==> src/hw/rtl/pfir_pkg.sv <==
// ----------------------------------------------------------------------------
// pfir_pkg: shared types and constants of the frame index ring
// Request codes, the stored entry layout and the compare unit result.
// ----------------------------------------------------------------------------
`default_nettype none

package pfir_pkg;

    // Request codes carried on the input tuser field.
    localparam logic [2:0] REQ_PUT     = 3'd0;
    localparam logic [2:0] REQ_NEAREST = 3'd1;
    localparam logic [2:0] REQ_FRAME   = 3'd2;
    localparam logic [2:0] REQ_CLEAR   = 3'd3;
    localparam logic [2:0] REQ_QEMPTY  = 3'd4;

    // Distance constants for the wrap folding.
    localparam logic [31:0] DIST_MAX  = 32'hFFFF_FFFF;
    localparam logic [31:0] DIST_HALF = 32'h7FFF_FFFF;

    // Number of unplayed intra entries that end a frame-number scan.
    localparam logic [1:0] UNPLAYED_LIMIT = 2'd2;

    // One ring entry as held in the memory.
    typedef struct packed {
        logic        intra;
        logic [30:0] index;
        logic [31:0] stamp;
    } pfir_entry_t;

    // Result of comparing a target stamp against one entry.
    typedef struct packed {
        logic        played;
        logic [31:0] span;
    } pfir_cmp_t;

endpackage

`default_nettype wire

==> src/hw/rtl/pfir_dist_unit.sv <==
// ----------------------------------------------------------------------------
// pfir_dist_unit: stamp compare unit shared by both scans
// Gives the wrap-folded distance and the played flag for one entry.
// ----------------------------------------------------------------------------
`default_nettype none

module pfir_dist_unit
    import pfir_pkg::*;
(
    input  wire logic [31:0] target,
    input  wire logic [31:0] entry_stamp,
    output pfir_cmp_t        cmp
);

    logic [31:0] diff;
    logic [31:0] abs_diff;

    // Signed difference decides played; the absolute one is folded at half range.
    always_comb begin
        diff       = target - entry_stamp;
        abs_diff   = (entry_stamp < target) ? diff : (entry_stamp - target);
        cmp.played = (diff != 32'd0) && !diff[31];
        cmp.span   = (abs_diff > DIST_HALF) ? (DIST_MAX - abs_diff) : abs_diff;
    end

endmodule

`default_nettype wire

==> config.mk <==
export PLATFORM = sky130hd
export DESIGN_NAME = pfir_dist_unit
export DESIGN_NICKNAME = d
export VERILOG_FILES = /design/src/hw/rtl/pfir_pkg.sv /design/src/hw/rtl/pfir_dist_unit.sv
export SDC_FILE = /design/constraint.sdc
export NUM_CORES = 1
export LEC_CHECK = 0
export ABC_CLOCK_PERIOD_IN_PS = 4700
export BUFFER_PORTS_ARGS = -buffer_cell sky130_fd_sc_hd__buf_2
export CORE_UTILIZATION = 44
export DETAILED_ROUTE_END_ITERATION = 7
export GPL_ROUTABILITY_DRIVEN = 1
export GPL_TIMING_DRIVEN = 0
export MAX_ROUTING_LAYER = met4
export PLACE_DENSITY_LB_ADDON = 0.1
export SYNTH_ARGS = -nofsm -noshare
export SYNTH_HDL_FRONTEND = slang
export SYNTH_SLANG_ARGS = --single-unit
export TNS_END_PERCENT = 1
==> constraint.sdc <==
create_clock -name vclk -period 4.7
set_input_delay 0.94 -clock vclk [all_inputs]
set_output_delay 0.94 -clock vclk [all_outputs]
set_load 0.02 [all_outputs]
==> impl_metrics.prom <==
# TYPE chip_impl_metric gauge
chip_impl_metric{name="post_synth_net_total",unit=""} 791
chip_impl_metric{name="nFlopsAndLatches",unit=""} 0
chip_impl_metric{name="buffers_inverters_on_critical_path",unit=""} 5
chip_impl_metric{name="placedInstanceArea",unit="um2"} 5410
chip_impl_metric{name="core_area",unit="um2"} 9820
chip_impl_metric{name="gp_routability_congestion",unit=""} 0.944
chip_impl_metric{name="route.vias.total",unit=""} 5231
chip_impl_metric{name="design.final.nets",unit=""} 899
chip_impl_metric{name="final_area",unit="um2"} 5770
chip_impl_metric{name="layout-drive-gt1-share",unit="%"} 25.7
chip_impl_metric{name="cp.arrival",unit="ns"} 4.43
chip_impl_info{name="timing.hold.worst.class",value="in -> out"} 1
chip_impl_metric{name="area_delta_synth_final",unit="%"} 28.9
chip_impl_metric{name="design.portCount",unit=""} 97
chip_impl_metric{name="synth-warning-count",unit=""} 0
chip_impl_metric{name="initial_utilization",unit="%"} 45.6
chip_impl_metric{name="antenna-diode-count",unit=""} 0
chip_impl_metric{name="pwr-share-seq",unit="%"} 0
chip_impl_metric{name="grt_max_degree",unit=""} 11
chip_impl_metric{name="firstDrtPassIters",unit=""} 5
chip_impl_metric{name="grt_overflow_total",unit=""} 0
chip_impl_metric{name="slew_headroom",unit="%"} 52.4
chip_impl_metric{name="synthesis.instances",unit=""} 660
chip_impl_metric{name="pwr-share-clk",unit="%"} 0
chip_impl_metric{name="grt_antenna_before_repair",unit=""} 0
chip_impl_metric{name="post_drt_wl_per_cell",unit="um"} 17.1
chip_impl_metric{name="synth.lib_cells_used.distinct",unit=""} 70
chip_impl_metric{name="period_share",unit="%"} 114
chip_impl_metric{name="syn_avg_cell_area",unit="um2"} 6.78
chip_impl_metric{name="hpwl",unit="um"} 12700
chip_impl_metric{name="grt.total_usage",unit="%"} 29.6
chip_impl_metric{name="die_h",unit="um"} 103
chip_impl_info{name="critical_path_class",value="in -> out"} 1
chip_impl_metric{name="switchingPower",unit="uW"} 868
chip_impl_metric{name="totalWireLength",unit="um"} 15400
chip_impl_metric{name="largest_stage_delay_on_the_critical_path",unit="ns"} 0.39
chip_impl_metric{name="power_per_cell_area",unit="nW/um2"} 273
chip_impl_metric{name="setup_viol",unit=""} 32
chip_impl_metric{name="portBuffers",unit=""} 96
chip_impl_metric{name="power_switching_share",unit="%"} 55.1
chip_impl_metric{name="grt_pass1_vias",unit=""} 4720
chip_impl_info{name="cp-startpoint",value="entry_stamp[0]"} 1
chip_impl_metric{name="antenna_violating_nets_post_route",unit=""} 0
chip_impl_info{name="worstSetupEndpointType",value="primary output"} 1
chip_impl_metric{name="critical_path_required",unit="ns"} 3.76
chip_impl_metric{name="timing_max_transition_violations_final",unit=""} 0
chip_impl_metric{name="critical_path_peak_fanout",unit=""} 5
chip_impl_info{name="failed_checks",value="negative setup slack"} 1
chip_impl_metric{name="combPwrFrac",unit="%"} 100.0
chip_impl_metric{name="power.ir.vdd_worst",unit="mV"} 0.259
chip_impl_metric{name="synth_sequential_area_ratio",unit="%"} 0
chip_impl_info{name="critical_path.slowest_cell",value="sky130_fd_sc_hd__nor3b_4"} 1
chip_impl_metric{name="power.leakage",unit="uW"} 0.00289
chip_impl_info{name="critPathTopFamily",value="compound AO/OA/AOI/OAI gates"} 1
chip_impl_metric{name="seq_area",unit="um2"} 0
chip_impl_metric{name="die_area",unit="um2"} 10600
chip_impl_metric{name="drt_iter0_markers",unit=""} 291
chip_impl_metric{name="tightest_pin_transition",unit="ns"} 0.707
chip_impl_metric{name="drv.max_cap_violation_count",unit=""} 0
chip_impl_metric{name="timing.fmax",unit="GHz"} 0.186
chip_impl_metric{name="synth_area",unit="um2"} 4470
chip_impl_metric{name="internal_power",unit="uW"} 707
chip_impl_metric{name="clockBufferCount",unit=""} 0
chip_impl_metric{name="min_period",unit="ns"} 5.37
chip_impl_metric{name="drcViolationCount",unit=""} 0
chip_impl_info{name="grt_setup_unrepaired",value="true"} 1
chip_impl_metric{name="overall_die_width",unit="um"} 103
chip_impl_info{name="crit_path_cell_trace",value="buf_4, inv_2, ha_1, inv_1, fa_2, a211oi_2, o21ai_2, a221oi_2, o211ai_1, o311ai_2, nor3b_4, buf_6, mux2i_1, a21oi_2, xnor2_1, xnor2_2, buf_2"} 1
chip_impl_metric{name="hold_viol",unit=""} 0
chip_impl_metric{name="first_pass_grt_wire_length",unit="um"} 23800
chip_impl_info{name="timing.critical_path.from_type",value="primary input"} 1
chip_impl_info{name="status",value="complete, but fails checks"} 1
chip_impl_metric{name="post-route-worst-setup-slack",unit="ns"} -0.667
chip_impl_info{name="hold_path_startpoint",value="entry_stamp[0]"} 1
chip_impl_metric{name="post-route-util",unit="%"} 58.8
chip_impl_metric{name="vias_per_cell",unit=""} 5.82
chip_impl_metric{name="count_of_standard_cell_rows",unit=""} 36
stage by stage:
step | power [uW] | TNS, ns | setup slack, ns | std cells | hold WS, ns
after global placement | 1390 | -29.57 | -1.19 | 889 | 2.45
after floorplan | 1050 | -1.90 | -0.0830 | 660 | 2.20
after detailed placement | 1400 | -27.09 | -1.07 | 889 | 2.46
final | 1570 | -20.24 | -0.667 | 899 | 2.42
after global routing | 1680 | -24.96 | -0.817 | 899 | 2.45
after CTS | 1550 | -19.15 | -0.628 | 895 | 2.43
timing repair:
action	CTS	global route
hold buffers	0	0
buffers inserted	7	5
pin swaps	35	6
resized for setup	63	11
endpoints found under the setup margin	32	32
power groups by stage:
stage | Clock (uW) | Combinational, uW | Sequential, uW
6_report | 0 | 1570 | 0
5_1_grt | 0 | 1680 | 0
4_1_cts | 0 | 1550 | 0
3_5_place_dp | 0 | 1400 | 0
3_3_place_gp | 0 | 1390 | 0
2_1_floorplan | 0 | 1050 | 0
worst paths after layout:
check / endpoint / slack, ns / depth (start not counted)
max: cmp[16] / -0.67 / 17
min: cmp[0] / 2.42 / 4
placed cells by master (no fill, tap or decap), types with 11 or more instances in the layout:
master                     count
sky130_fd_sc_hd__o21ai_0      33
sky130_fd_sc_hd__mux2i_1      16
sky130_fd_sc_hd__buf_2        71
sky130_fd_sc_hd__clkbuf_1     11
sky130_fd_sc_hd__a21o_1       24
sky130_fd_sc_hd__xnor2_1      29
sky130_fd_sc_hd__nand2_1      45
sky130_fd_sc_hd__xnor2_2      31
sky130_fd_sc_hd__nor2_1       40
sky130_fd_sc_hd__xor2_1       12
sky130_fd_sc_hd__nand4_1      14
sky130_fd_sc_hd__nand3_1      14
sky130_fd_sc_hd__a21oi_1      65
sky130_fd_sc_hd__inv_1        80
sky130_fd_sc_hd__ha_1         65
sky130_fd_sc_hd__buf_4        43
sky130_fd_sc_hd__nor3_1       14
cell families (layout without fill, tap and decap cells):
family	count (synthesis)	count (layout)	share of synthesized area, %
AO/OA/AOI/OAI	217	217	32.3
buffers and inverters	117	223	10.9
AND/OR/NAND/NOR	161	161	17.3
multiplexers	19	19	4.31
other	1	1	0.0838
XOR/XNOR	78	78	16.0
adder cells (fa/ha/maj)	67	67	19.1
cell usage after synthesis, types with 14 or more instances:
cell / n / share of area, %
sky130_fd_sc_hd__inv_1: 81 / 6.8
sky130_fd_sc_hd__a21oi_1: 73 / 8.2
sky130_fd_sc_hd__ha_1: 65 / 18
sky130_fd_sc_hd__xnor2_1: 60 / 12
sky130_fd_sc_hd__nand2_1: 45 / 3.8
sky130_fd_sc_hd__nor2_1: 40 / 3.4
sky130_fd_sc_hd__o21ai_0: 35 / 3.9
sky130_fd_sc_hd__a21o_1: 25 / 4.2
sky130_fd_sc_hd__clkbuf_1: 17 / 1.4
sky130_fd_sc_hd__mux2i_1: 17 / 3.8
sky130_fd_sc_hd__xor2_1: 15 / 2.9
sky130_fd_sc_hd__nand3_1: 14 / 1.6
sky130_fd_sc_hd__nand4_1: 14 / 2.0
sky130_fd_sc_hd__nor3_1: 14 / 1.6
area by class of cell:
cell class / instances / area [um2]
fill: 990 / 4050
timing repair buffer: 108 / 684
tap: 133 / 166
buffer: 33 / 220
inverter: 82 / 308
multi-input combinational: 543 / 4390
tightest hold or removal path, stage by stage:
cell and delay (ns):
sky130_fd_sc_hd__buf_4 0.10, sky130_fd_sc_hd__ha_1 0.23, sky130_fd_sc_hd__xor2_4 0.09, sky130_fd_sc_hd__buf_6 0.12
per-layer routing:
layer	part of all wire [%]	up-vias	track usage, %
met4	1.0	0	3.25
met1	46	2475	41.0
met3	6.1	12	0.542
met5	0	-	-
li1	-	2542	-
met2	46	202	49.6
Power figures use the tool's default switching activity.
